[src/dsha_buffer.sv]
// ----------------------------------------------------------------------------
// Block buffer memory
// 64-byte block held as 16 words of 32 bits, byte writes, one word read a
// cycle with registered read data.
// ----------------------------------------------------------------------------
module dsha_buffer (
   input  logic        clock,
   input  logic        wr_en,
   input  logic [5:0]  wr_addr,
   input  logic [7:0]  wr_data,
   input  logic [3:0]  rd_addr,
   output logic [31:0] rd_data
);
   logic [7:0] mem0 [16];
   logic [7:0] mem1 [16];
   logic [7:0] mem2 [16];
   logic [7:0] mem3 [16];
   logic [31:0] rd_ff;

   // Four byte lanes, lane 0 holds the most significant byte of each word.
   always_ff @(posedge clock) begin
      if (wr_en && wr_addr[1:0] == 2'd0) mem0[wr_addr[5:2]] <= wr_data;
      if (wr_en && wr_addr[1:0] == 2'd1) mem1[wr_addr[5:2]] <= wr_data;
      if (wr_en && wr_addr[1:0] == 2'd2) mem2[wr_addr[5:2]] <= wr_data;
      if (wr_en && wr_addr[1:0] == 2'd3) mem3[wr_addr[5:2]] <= wr_data;
      rd_ff <= {mem0[rd_addr], mem1[rd_addr], mem2[rd_addr], mem3[rd_addr]};
   end

   assign rd_data = rd_ff;
endmodule

[config.mk]
export PLATFORM = sky130hd
export DESIGN_NAME = dsha_buffer
export DESIGN_NICKNAME = d
export VERILOG_FILES = /design/src/dsha_buffer.sv
export SDC_FILE = /design/constraint.sdc
export NUM_CORES = 1
export LEC_CHECK = 0
export BUFFER_PORTS_ARGS = -buffer_cell sky130_fd_sc_hd__buf_2
export CORE_AREA = 2 2 187 189
export DETAILED_ROUTE_END_ITERATION = 6
export DIE_AREA = 0 0 189 191
export GPL_ROUTABILITY_DRIVEN = 0
export GPL_TIMING_DRIVEN = 1
export PLACE_DENSITY_LB_ADDON = 0.12
export SYNTH_ARGS = -nofsm -noshare
export SYNTH_HDL_FRONTEND = slang
export SYNTH_SLANG_ARGS = --single-unit
[constraint.sdc]
create_clock -name clock -period 1.93 [get_ports clock]
set_input_delay 0.0965 -clock clock [delete_from_list [all_inputs] [get_ports clock]]
set_output_delay 0.0965 -clock clock [all_outputs]
set_load 0.05 [all_outputs]
==> qor.txt <==
Remaining antenna violation count - 0
CTS root buf - clkbuf_16
Global-route wire length before repair - 62.3 mm
Max_cap viols - 0
Most frequent cell after synthesis - edfxtp_1
Fin. max-slew vios - 0
H-tree depth - 2
Yosys top cell by area - edfxtp_1
Fmax - 710 MHz
Vias in the first global route - 9831
# fillers - 2128
Clock Latency Late Sink - 0.57 ns
Largest net degree at the start of global routing - 45
P_leak - 7.58 nW
Design Area, Final - 23200 um^2
Post-route non-filler standard cell count - 1558
Maximum vdd drop - 0.739 mV
P per Cell Area - 1030 nW/um^2
Chip Width - 189 um
Sequential cell area - 16000 um^2
CTS max path bufs - 3
CTS Sinks - 544
Mapped Nets - 930
P_int - 18.8 mW
Clock network power share - 39.2%
R2r setup slk - 0.54 ns
Die area - 36100 um^2
Fin crit share - 73.0%
Cts-stage hold buffer count - 0
Compound-cell area share of the yosys netlist - 2.39%
Hold Fails Final Rpt - 0
Via count - 9565
Final Setup Violations - 0
Outcome - completed
Worst-path clk slew - 0.06 ns
Seq/Total Area, Yosys - 79.6%
Synth Area in Simple Gates - 2.56%
Commonest cells post-synth - 512 x edfxtp_1, 128 x mux4_2, 67 x nor2_1
Hold Path Class - primary input to flop
Total CTS buffers - 51
Slew HR - 51.6%
Crit-path cells - buf_2
EDFF count, synth - 512
CP Max Fanout - 1
Mapped cell area - 20100 um^2
DRT iter0 DRCs - 943
Footprint of the multi-input gates - 3880 um^2
Ys Warns - 0
Nets - 1080
Post-CTS Setup Inserts - 0
WP data arrival - 1.31 ns
Critical Path End Type - output pin
Combinational share of power - 5.7%
Ys async rst share - 0%
Post-DP HPWL - 26.4 mm
Area Growth Syn to Fin - 15.3%
Resize count post-CTS - 0
CTS tree - yes
Post-Synth XOR/XNOR Area - 0%
Synth Register Bits - 544
Slowest cell on the critical path - dfxtp_1
Flop pwr share - 55.1%
Vias/cell - 6.14
Antenna violations before repair - 1
Crit path max-delay family - flip-flops
Sw frac - 21.0%
Average routed wire per standard cell - 27.0 um
Grt ovf - 0
Drt pass-1 iters - 5
CP Launch Type - flop
Row count - 68
Number of unique standard cell types used by synthesis - 16
CP Buf/Inv Count - 1
Layout cells sized above 1 - 31.5%
Placed Cells - 1462
Synth Instances - 910
Mapped Avg Cell Area - 22.1 um^2
Mux contribution to synthesized area - 14.3%
RSZ-0062 raised after global routing - no
Core Region - 34100 um^2
Num ports - 52
Top-area cell type share of the netlist area - 76.4%
Area contributors post-synth - edfxtp_1 76%, mux4_2 14%, dfxtp_1 3.2%, a22oi_1 2.4%, nor2_1 1.3%
Die height - 191 um
Global Route Usage Sum - 23.9%
Tightest Pin Transition - 0.726 ns
Port Buf Inserts - 51
CP Class - flop to output pin
Largest family of logic cells by synthesized area - multiplexers
Post-Synth Adder-Cell Area - 0%
Sum Neg Setup Slack - 0 ns
Net Switching - 4.99 mW
Final wirelength - 42.0 mm
Hold WS - 0.0519 ns
Worst EP required - 1.83 ns
Post-synth top flop - edfxtp_1
Area after DPL - 21600 um^2
Final Critical Period - 1.41 ns
Starting Density - 59.0%
Drt drc - 0
Worst Skew - 0.00705 ns
Max stage delay on crit path - 0.44 ns
-- state kept, by name, indices dropped and copies added, names as in the netlist --
register  flops
mem1        128
mem2        128
mem0        128
rd_data      32
mem3        128
-- cells by family (layout without fill, tap and decap cells) --
family / count (synthesis) / in the layout
flip-flops: 544 / 544
multiplexers: 128 / 128
AND/OR/NAND/NOR: 126 / 126
AO/OA/AOI/OAI: 64 / 64
buffers and inverters: 48 / 240
other: 0 / 1
-- power by group through the flow --
stage / clock network (mW) / registers, mW / logic, mW
floorplan: 0 / 13.6 / 0.567
global placement: 0 / 13.4 / 1.35
detailed placement: 0 / 13.4 / 1.38
CTS: 9.49 / 13.1 / 1.38
global route: 9.94 / 13.1 / 1.45
finish: 9.33 / 13.1 / 1.37
-- layout by cell type, fill, tap and decap left out --
master / netlist / routed
clkbuf_1: 22 / 19
dfxtp_1: 32 / 32
clkbuf_8: 0 / 4
nand2_1: 41 / 41
nand4_1: 1 / 1
nor2b_2: 0 / 2
nor2_2: 0 / 1
buf_12: 0 / 16
bufinv_16: 0 / 1
nor2b_1: 6 / 4
or3b_2: 1 / 1
edfxtp_1: 512 / 512
mux4_2: 128 / 128
nor2_1: 67 / 66
clkinv_2: 0 / 12
nand3_1: 7 / 7
clkbuf_16: 0 / 53
diode_2: 0 / 1
and2_1: 1 / 1
a22oi_1: 64 / 64
nand3b_1: 2 / 2
buf_4: 9 / 79
clkinv_1: 0 / 6
buf_2: 8 / 49
clkinvlp_4: 0 / 1
-- per-stage QoR --
stage / utilization, % / total power [mW] / setup WS [ns]
after floorplan: - / 14.2 / 0.267
after CTS: 68.0 / 24.0 / 0.509
after global routing: 68.0 / 24.5 / 0.482
final: 68.0 / 23.8 / 0.522
after global placement: 63.4 / 14.7 / 0.228
after detailed placement: 63.4 / 14.7 / 0.208
-- area by class of cell --
cell class | instances | share of cell area [%]
clock buffers | 75 | 6.20
flip-flops and latches | 544 | 69.0
repair buffers | 145 | 5.05
multi-input cells | 318 | 16.7
clock inverters | 20 | 0.518
diodes | 1 | 0.0108
well taps | 455 | 2.45
-- final timing paths --
| kind | startpoint | to | depth (start not counted) |
|---|---|---|---|
| worst min-delay path | wr_data[0] | mem0[8][0] | 1 |
| worst max-delay path | rd_data[11] | rd_data[11] | 1 |
| worst min register to register | mem1[14][3] | rd_data[19] | 3 |
| worst max register to register | mem2[3][5] | rd_data[13] | 3 |
-- per-layer routing --
layer	share of wire [%]	up-vias	track usage [%]
met5	0	-	0
met4	3.2	0	8.53
met3	6.2	87	3.54
met2	50	398	39.4
met1	40	4981	33.1
li1	-	4099	-
Power figures use the tool's default switching activity.
