<file path="config.mk">
export PLATFORM = sky130hd
export DESIGN_NAME = dsha_compress
export DESIGN_NICKNAME = d
export VERILOG_FILES = /design/src/dsha_pkg.sv /design/src/dsha_compress.sv
export SDC_FILE = /design/constraint.sdc
export NUM_CORES = 2
export LEC_CHECK = 0
export ABC_AREA = 1
export BUFFER_PORTS_ARGS = -buffer_cell sky130_fd_sc_hd__buf_2
export CELL_PAD_IN_SITES_DETAIL_PLACEMENT = 0
export CELL_PAD_IN_SITES_GLOBAL_PLACEMENT = 1
export CORE_AREA = 2 2 399 401
export CTS_CLUSTER_SIZE = 12
export DETAILED_ROUTE_END_ITERATION = 7
export DIE_AREA = 0 0 401 403
export PLACE_DENSITY = 0.89
export SYNTH_ARGS = -nofsm -noshare
export SYNTH_HDL_FRONTEND = slang
export SYNTH_SLANG_ARGS = --single-unit
</file>
<file path="constraint.sdc">
create_clock -name clock -period 27.3 [get_ports clock]
set_input_delay 5.46 -clock clock [delete_from_list [all_inputs] [get_ports clock]]
set_output_delay 5.46 -clock clock [all_outputs]
set_load 0.1 [all_outputs]
</file>
<file path="src/dsha_pkg.sv">
// ----------------------------------------------------------------------------
// Double SHA-256 package
// Shared types, constants and round functions for the target-check block.
// ----------------------------------------------------------------------------
package dsha_pkg;

   typedef struct packed {
      logic [7:0] msg_byte;
      logic       byte_present;
      logic       end_of_message;
   } req_type;

   typedef struct packed {
      logic [63:0] digest_word;
      logic [1:0]  word_index;
      logic [8:0]  zero_bits;
      logic        below_target;
      logic        run_end;
   } rsp_type;

   // Register indexes of the configuration port.
   localparam logic [1:0] REG_TARGET_0 = 2'd0;
   localparam logic [1:0] REG_TARGET_1 = 2'd1;
   localparam logic [1:0] REG_TARGET_2 = 2'd2;
   localparam logic [1:0] REG_TARGET_3 = 2'd3;

   localparam logic [7:0] PAD_BYTE = 8'h80;

   typedef enum logic [3:0] {
      ST_IDLE,      // waiting for a transaction
      ST_PAD,       // writing padding bytes into the block buffer
      ST_LEN,       // writing the length bytes
      ST_COMP,      // compression engine busy
      ST_SECOND,    // load first digest for the second hash
      ST_SECPAD,    // padding of the second hash
      ST_FINAL,     // compute leading zeros and compare
      ST_OUT        // emit four result words
   } ctrl_state_type;

   // Command from the controller to the compression engine.
   typedef struct packed {
      logic start;
      logic use_init;   // start from initial hash values rather than the chain
      logic keep_chain; // write the result back to the chain value
   } comp_cmd_type;

   typedef struct packed {
      logic busy;
      logic done;
   } comp_sts_type;

   function automatic logic [31:0] round_k(input logic [5:0] t);
      logic [31:0] k [64];
      k = '{
         32'h428a2f98, 32'h71374491, 32'hb5c0fbcf, 32'he9b5dba5, 32'h3956c25b, 32'h59f111f1,
         32'h923f82a4, 32'hab1c5ed5, 32'hd807aa98, 32'h12835b01, 32'h243185be, 32'h550c7dc3,
         32'h72be5d74, 32'h80deb1fe, 32'h9bdc06a7, 32'hc19bf174, 32'he49b69c1, 32'hefbe4786,
         32'h0fc19dc6, 32'h240ca1cc, 32'h2de92c6f, 32'h4a7484aa, 32'h5cb0a9dc, 32'h76f988da,
         32'h983e5152, 32'ha831c66d, 32'hb00327c8, 32'hbf597fc7, 32'hc6e00bf3, 32'hd5a79147,
         32'h06ca6351, 32'h14292967, 32'h27b70a85, 32'h2e1b2138, 32'h4d2c6dfc, 32'h53380d13,
         32'h650a7354, 32'h766a0abb, 32'h81c2c92e, 32'h92722c85, 32'ha2bfe8a1, 32'ha81a664b,
         32'hc24b8b70, 32'hc76c51a3, 32'hd192e819, 32'hd6990624, 32'hf40e3585, 32'h106aa070,
         32'h19a4c116, 32'h1e376c08, 32'h2748774c, 32'h34b0bcb5, 32'h391c0cb3, 32'h4ed8aa4a,
         32'h5b9cca4f, 32'h682e6ff3, 32'h748f82ee, 32'h78a5636f, 32'h84c87814, 32'h8cc70208,
         32'h90befffa, 32'ha4506ceb, 32'hbef9a3f7, 32'hc67178f2};
      return k[t];
   endfunction

   function automatic logic [255:0] init_hash();
      return {32'h6a09e667, 32'hbb67ae85, 32'h3c6ef372, 32'ha54ff53a,
              32'h510e527f, 32'h9b05688c, 32'h1f83d9ab, 32'h5be0cd19};
   endfunction

   function automatic logic [31:0] rotr(input logic [31:0] x, input int n);
      return (x >> n) | (x << (32 - n));
   endfunction

   function automatic logic [31:0] sig0(input logic [31:0] x);
      return rotr(x, 7) ^ rotr(x, 18) ^ (x >> 3);
   endfunction

   function automatic logic [31:0] sig1(input logic [31:0] x);
      return rotr(x, 17) ^ rotr(x, 19) ^ (x >> 10);
   endfunction

endpackage

</file>
<file path="src/dsha_compress.sv">
// ----------------------------------------------------------------------------
// SHA-256 compression engine
// Runs 64 rounds, one per cycle, reading the 64-byte block as 16 words from
// the block buffer. The rolling schedule is held in a 16-word shift window.
// ----------------------------------------------------------------------------
module dsha_compress (
   input  logic                      clock,
   input  logic                      reset,
   input  dsha_pkg::comp_cmd_type    cmd,
   output dsha_pkg::comp_sts_type    sts,
   output logic [3:0]                blk_word_addr,
   input  logic [31:0]               blk_word_data,
   output logic [255:0]              chain
);
   import dsha_pkg::*;

   // Phases: word fetch for the first sixteen rounds, then schedule reads.
   logic [255:0] chain_ff, chain_in;
   logic [255:0] vars_ff, vars_in;
   logic [6:0]   step_ff, step_in;
   logic         busy_ff, busy_in;
   logic         done_ff, done_in;
   logic         keep_ff, keep_in;
   logic [255:0] base_ff, base_in;
   logic [255:0] sum_hv;

   // Rolling schedule window: each round past 15 needs w[t-16], w[t-15],
   // w[t-7] and w[t-2], which sit at fixed places in the window.
   logic [31:0]  win_ff [16];
   logic [31:0]  wt;
   logic [31:0]  a, b, c, d, e, f, g, h, t1, t2;
   logic [5:0]   t;

   assign t = step_ff[5:0];
   // The block word for round t (t < 16) is addressed in the cycle before it.
   assign blk_word_addr = step_in[3:0];

   always_comb begin
      if (step_ff < 7'd16) begin
         wt = blk_word_data;
      end else begin
         wt = sig1(win_ff[14]) + win_ff[9] + sig0(win_ff[1]) + win_ff[0];
      end
      {a, b, c, d, e, f, g, h} = vars_ff;
      t1 = h + (rotr(e, 6) ^ rotr(e, 11) ^ rotr(e, 25)) + ((e & f) ^ (~e & g))
           + round_k(t) + wt;
      t2 = (rotr(a, 2) ^ rotr(a, 13) ^ rotr(a, 22)) + ((a & b) ^ (a & c) ^ (b & c));
   end

   // Feed-forward sum of the starting hash and the final working variables.
   always_comb begin
      for (int i = 0; i < 8; i++) begin
         sum_hv[32*i +: 32] = base_ff[32*i +: 32] + vars_ff[32*i +: 32];
      end
   end

   always_comb begin
      chain_in = chain_ff;
      vars_in  = vars_ff;
      step_in  = step_ff;
      busy_in  = busy_ff;
      done_in  = 1'b0;
      keep_in  = keep_ff;
      base_in  = base_ff;
      if (cmd.start && !busy_ff) begin
         base_in = cmd.use_init ? init_hash() : chain_ff;
         vars_in = base_in;
         keep_in = cmd.keep_chain;
         step_in = 7'd0;
         busy_in = 1'b1;
      end else if (busy_ff) begin
         vars_in = {t1 + t2, a, b, c, d + t1, e, f, g};
         step_in = step_ff + 7'd1;
         if (step_ff == 7'd63) begin
            busy_in = 1'b0;
            done_in = 1'b1;
            step_in = 7'd0;
         end
      end else begin
         step_in = 7'd0;
      end
      if (done_ff && keep_ff) chain_in = sum_hv;
      if (cmd.use_init && !cmd.start && !busy_ff && !done_ff) chain_in = init_hash();
   end

   always_ff @(posedge clock) begin
      if (reset) begin
         chain_ff <= init_hash();
         step_ff  <= '0;
         busy_ff  <= 1'b0;
         done_ff  <= 1'b0;
         keep_ff  <= 1'b0;
      end else begin
         chain_ff <= chain_in;
         step_ff  <= step_in;
         busy_ff  <= busy_in;
         done_ff  <= done_in;
         keep_ff  <= keep_in;
      end
      vars_ff <= vars_in;
      base_ff <= base_in;
      if (busy_ff) begin
         for (int i = 0; i < 15; i++) win_ff[i] <= win_ff[i+1];
         win_ff[15] <= wt;
      end
   end

   // The hash result is valid in the cycle in which done is raised.
   assign sts.busy = busy_ff | done_ff;
   assign sts.done = done_ff;
   assign chain    = sum_hv;
endmodule

</file>
==> flow_results.org <==
** Cells and area
- Relative to the synthesized area, the layout overhead comes to 11.1%.
- Fill cell instance count of the final layout :: roughly 14000
- At the end of the flow, the number of nets in the layout was 9330.
- Design Area, Final :: 0.0851 sq mm
- Share of layout cells above drive strength 1 :: approximately a tenth

** Setup path
- Of all nets on the critical path, the largest fanout is 4.
- The setup path with the least slack is of type input pin to flip-flop.
- For the worst setup path, the data arrival time is 11.97 ns.
- STA classifies the critical path endpoint as a flip-flop.
- STA puts the critical path data required time at 27.87 ns.
- Tracing the worst setup path back leads to its startpoint at blk_word_data[5].
- STA classifies the critical path startpoint as an input pin.
- The slowest stage of the critical path is the fa_1 cell.
- Crit path largest cell delay :: 0.51 ns
- Among the stages of the critical path, the cell type that occurs most often is nand2_1.
- Reg2reg start :: win_ff[1][212]

** Yosys
- Number of unique standard cell types used by synthesis :: 74
- A synthesized cell averages 9.08 sq um.
- Sequential cells were found to cover 47.1% of the synthesized design area.
- Main synth FF type :: edfxtp_1
- FFs w/ async S/R, synth :: 0%
- In this run, synthesis inferred 1024 flip-flops with an integrated enable.
- Synth Warn # :: 0
- The synthesized design contains 1290 register bits.
- In this run the cell area of the synthesized design comes to roughly 0.077 sq mm.
- Synthesis produced a netlist whose cell count is 8437.
- Net count after synthesis :: approximately 9100

** Timing
- For the pin with the worst max-slew slack, the measured transition is around 1.3 ns.
- The worst pin sits at a relative slew slack of 15.9%.
- Setup tns final :: 0 ns
- The number of max-slew violations in the final report came to 0.
- After layout, the minimum clock period comes to between 10 and 15 ns.
- Final count of negative-setup-slack endpoints :: 0
- Worst Clk Skew :: 0.0647 ns
- Setup repair after global routing left no endpoint under its margin.
- Final Hold Viols :: 0
- Crit share post-route :: 41.7%
- Derived from the worst setup path, the maximum achievable clock frequency is 87.7 MHz.
- Minimum setup slack in the final design :: 15.90 ns
- Hold WS :: 0.371 ns

** Drt
- The detailed router placed 61500 vias in this run.
- Once detail routing completed, the nets flagged for antenna violations numbered 0.
- Before antenna repair, the detailed router went through 6 iterations.
- First-iteration detailed-routing DRC count :: 6670
- After detailed routing, the number of remaining DRC violations is 0.
- The final layout contains routed wiring with a total length of 278000 um.
- In the final routed layout, each cell accounts on average for 25.5 um.
- Using the TritonRoute via totals, the vias-per-cell ratio works out to 5.65.

** Run
- Number of maximum-capacitance violations :: 0

** Placed design
- Pre-CTS setup slack :: 15.15 ns
- Detailed placement ended at an HPWL of 216000 um.
- Routability congestion estimate from global placement :: 1.01
- Once placement finished, the instance area stood at 0.0802 sq mm.
- Buffers placed on the I/O ports in this run total 298.

** Floorplanning
- Number of I/O pins :: 299
- Row cnt :: roughly 150
- Core region area :: 0.157 sq mm
- Chip height :: 403 um
- For this configuration, the core starts out at a cell density of between 40% and 50%.
- Die width :: about 400 um
- Die area :: around 0.16 sq mm

** CTS
- CTS built an H-tree with a depth of 4.
- Latest clock arrival within the worst-skew pair :: 0.83 ns
- Clock-pin slew reported for the worst setup and hold paths after clock tree synthesis :: 0.06 ns
- TritonCTS built the clock tree.
- The longest clock path from root to sink contains 3 buffers.
- Buffers added to address setup during post-CTS repair amount to 0.
- The root buffer cell chosen for the clock tree is clkbuf_16.
- Number of clock buffers inserted by TritonCTS :: 145
- Sinks on Clock Net :: 1290
- Quantity of gates resized following cts :: 0
- Number of hold-repair buffers added at the cts stage :: 0

** Min path
- The min-delay analysis places its worst path in the category flip-flop to flip-flop.
- Worst Min Path Start :: win_ff[1][147]

** Global routing
- Vias in the first global route :: about 60000
- The number of antenna violations at the first check in global routing is 8.
- For this run the aggregate overflow at the end of global routing stands at 0.
- Entering global routing, the biggest net connects 245 pins.
- Wire length of the first global-routing pass :: 399000 um
- Global routing used approximately a third of the available tracks.

** Run status
- The flow ran to the end, and the final reports show no timing, DRC or antenna violations.
==> routing by layer <==
layer	vias up	track usage (%)	wire (um)
met1	29700	44.6	113000
met3	560	4.96	21200
li1	28400	-	-
met2	2831	54.9	129000
met5	-	0	28
met4	6	15.9	15400
==> cell usage after synthesis, drive strengths merged, types with 40 or more instances <==
| cell type | n | area, sq um |
|---|---|---|
| xor2 | 341 | 3000 |
| nor3 | 71 | 395 |
| edfxtp | 1024 | 30700 |
| nand3 | 221 | 1140 |
| o21bai | 48 | 364 |
| a21oi | 706 | 3570 |
| inv | 1298 | 4870 |
| xnor2 | 207 | 1810 |
| dfxtp | 266 | 5330 |
| fa | 196 | 3920 |
| nand2 | 1770 | 6700 |
| ha | 399 | 4990 |
| o21ai | 662 | 3410 |
| nor2 | 490 | 1850 |
| buf | 40 | 193 |
| or2 | 160 | 1000 |
| nand4 | 48 | 300 |
| clkbuf | 201 | 754 |
==> cells in the final DEF (no fill, tap or decap), types with 215 or more instances in the layout <==
cell      synthesis  final
ha_1            399    399
nand2_1        1754   1753
o21ai_0         596    596
a21oi_1         696    696
dfxtp_1         266    262
xor2_1          339    339
edfxtp_1       1024   1024
inv_1          1294   1294
buf_2            19    297
nand3_1         215    215
nor2_1          486    485
==> layout make-up <==
type	count	area, sq um	area share [%]
antenna	2	5.00	0.00588
clock buffer	185	3830	4.50
clock inverter	75	1040	1.23
inverter	1303	4910	5.76
multi-input combinational	5603	34700	40.8
sequential	1290	36100	42.4
tap	2072	2590	3.05
timing repair buffer	355	1950	2.29
==> flip-flops by register name, indices dropped and copies added, names as in the netlist <==
register,count
base_ff,256
busy_ff,1
chain_ff,256
done_ff,1
keep_ff,1
step_ff,7
vars_ff,256
win_ff,512
==> path summary, 6_finish.rpt <==
kind | endpoint | cells after the start | slack [ns]
setup / recovery | vars_ff[250] | 39 | 15.90
hold / removal | win_ff[1][115] | 0 | 0.37
setup reg to reg | vars_ff[255] | 51 | 17.08
hold reg to reg | win_ff[1][115] | 0 | 0.37
==> critical path: cells and delay by family <==
family                   cells  cell delay (ns)
buffers and inverters       10             0.78
AND/OR/NAND/NOR             16             1.59
adder cells (fa/ha/maj)      6             2.63
AO/OA/AOI/OAI                6             1.24
XOR/XNOR                     1             0.30
==> cell families after synthesis <==
kind of cell,count (synthesis),share of synthesized area (%)
buffers and inverters,1544,7.62
flip-flops,1290,47.1
adder cells (fa/ha/maj),595,11.6
AO/OA/AOI/OAI,1651,12.0
AND/OR/NAND/NOR,2809,15.3
XOR/XNOR,548,6.29
==> per-stage QoR <==
stage                     util (%)  cells
after global placement        51.0  10600
after floorplan                  -   8437
after detailed placement      51.0  10600
after CTS                     54.1  10900
after global routing          54.1  10900
final                         54.1  10900
Power is left out: the tool's default activity adds up to more than one toggle a clock period on the data nets, which glitch-free logic cannot reach.
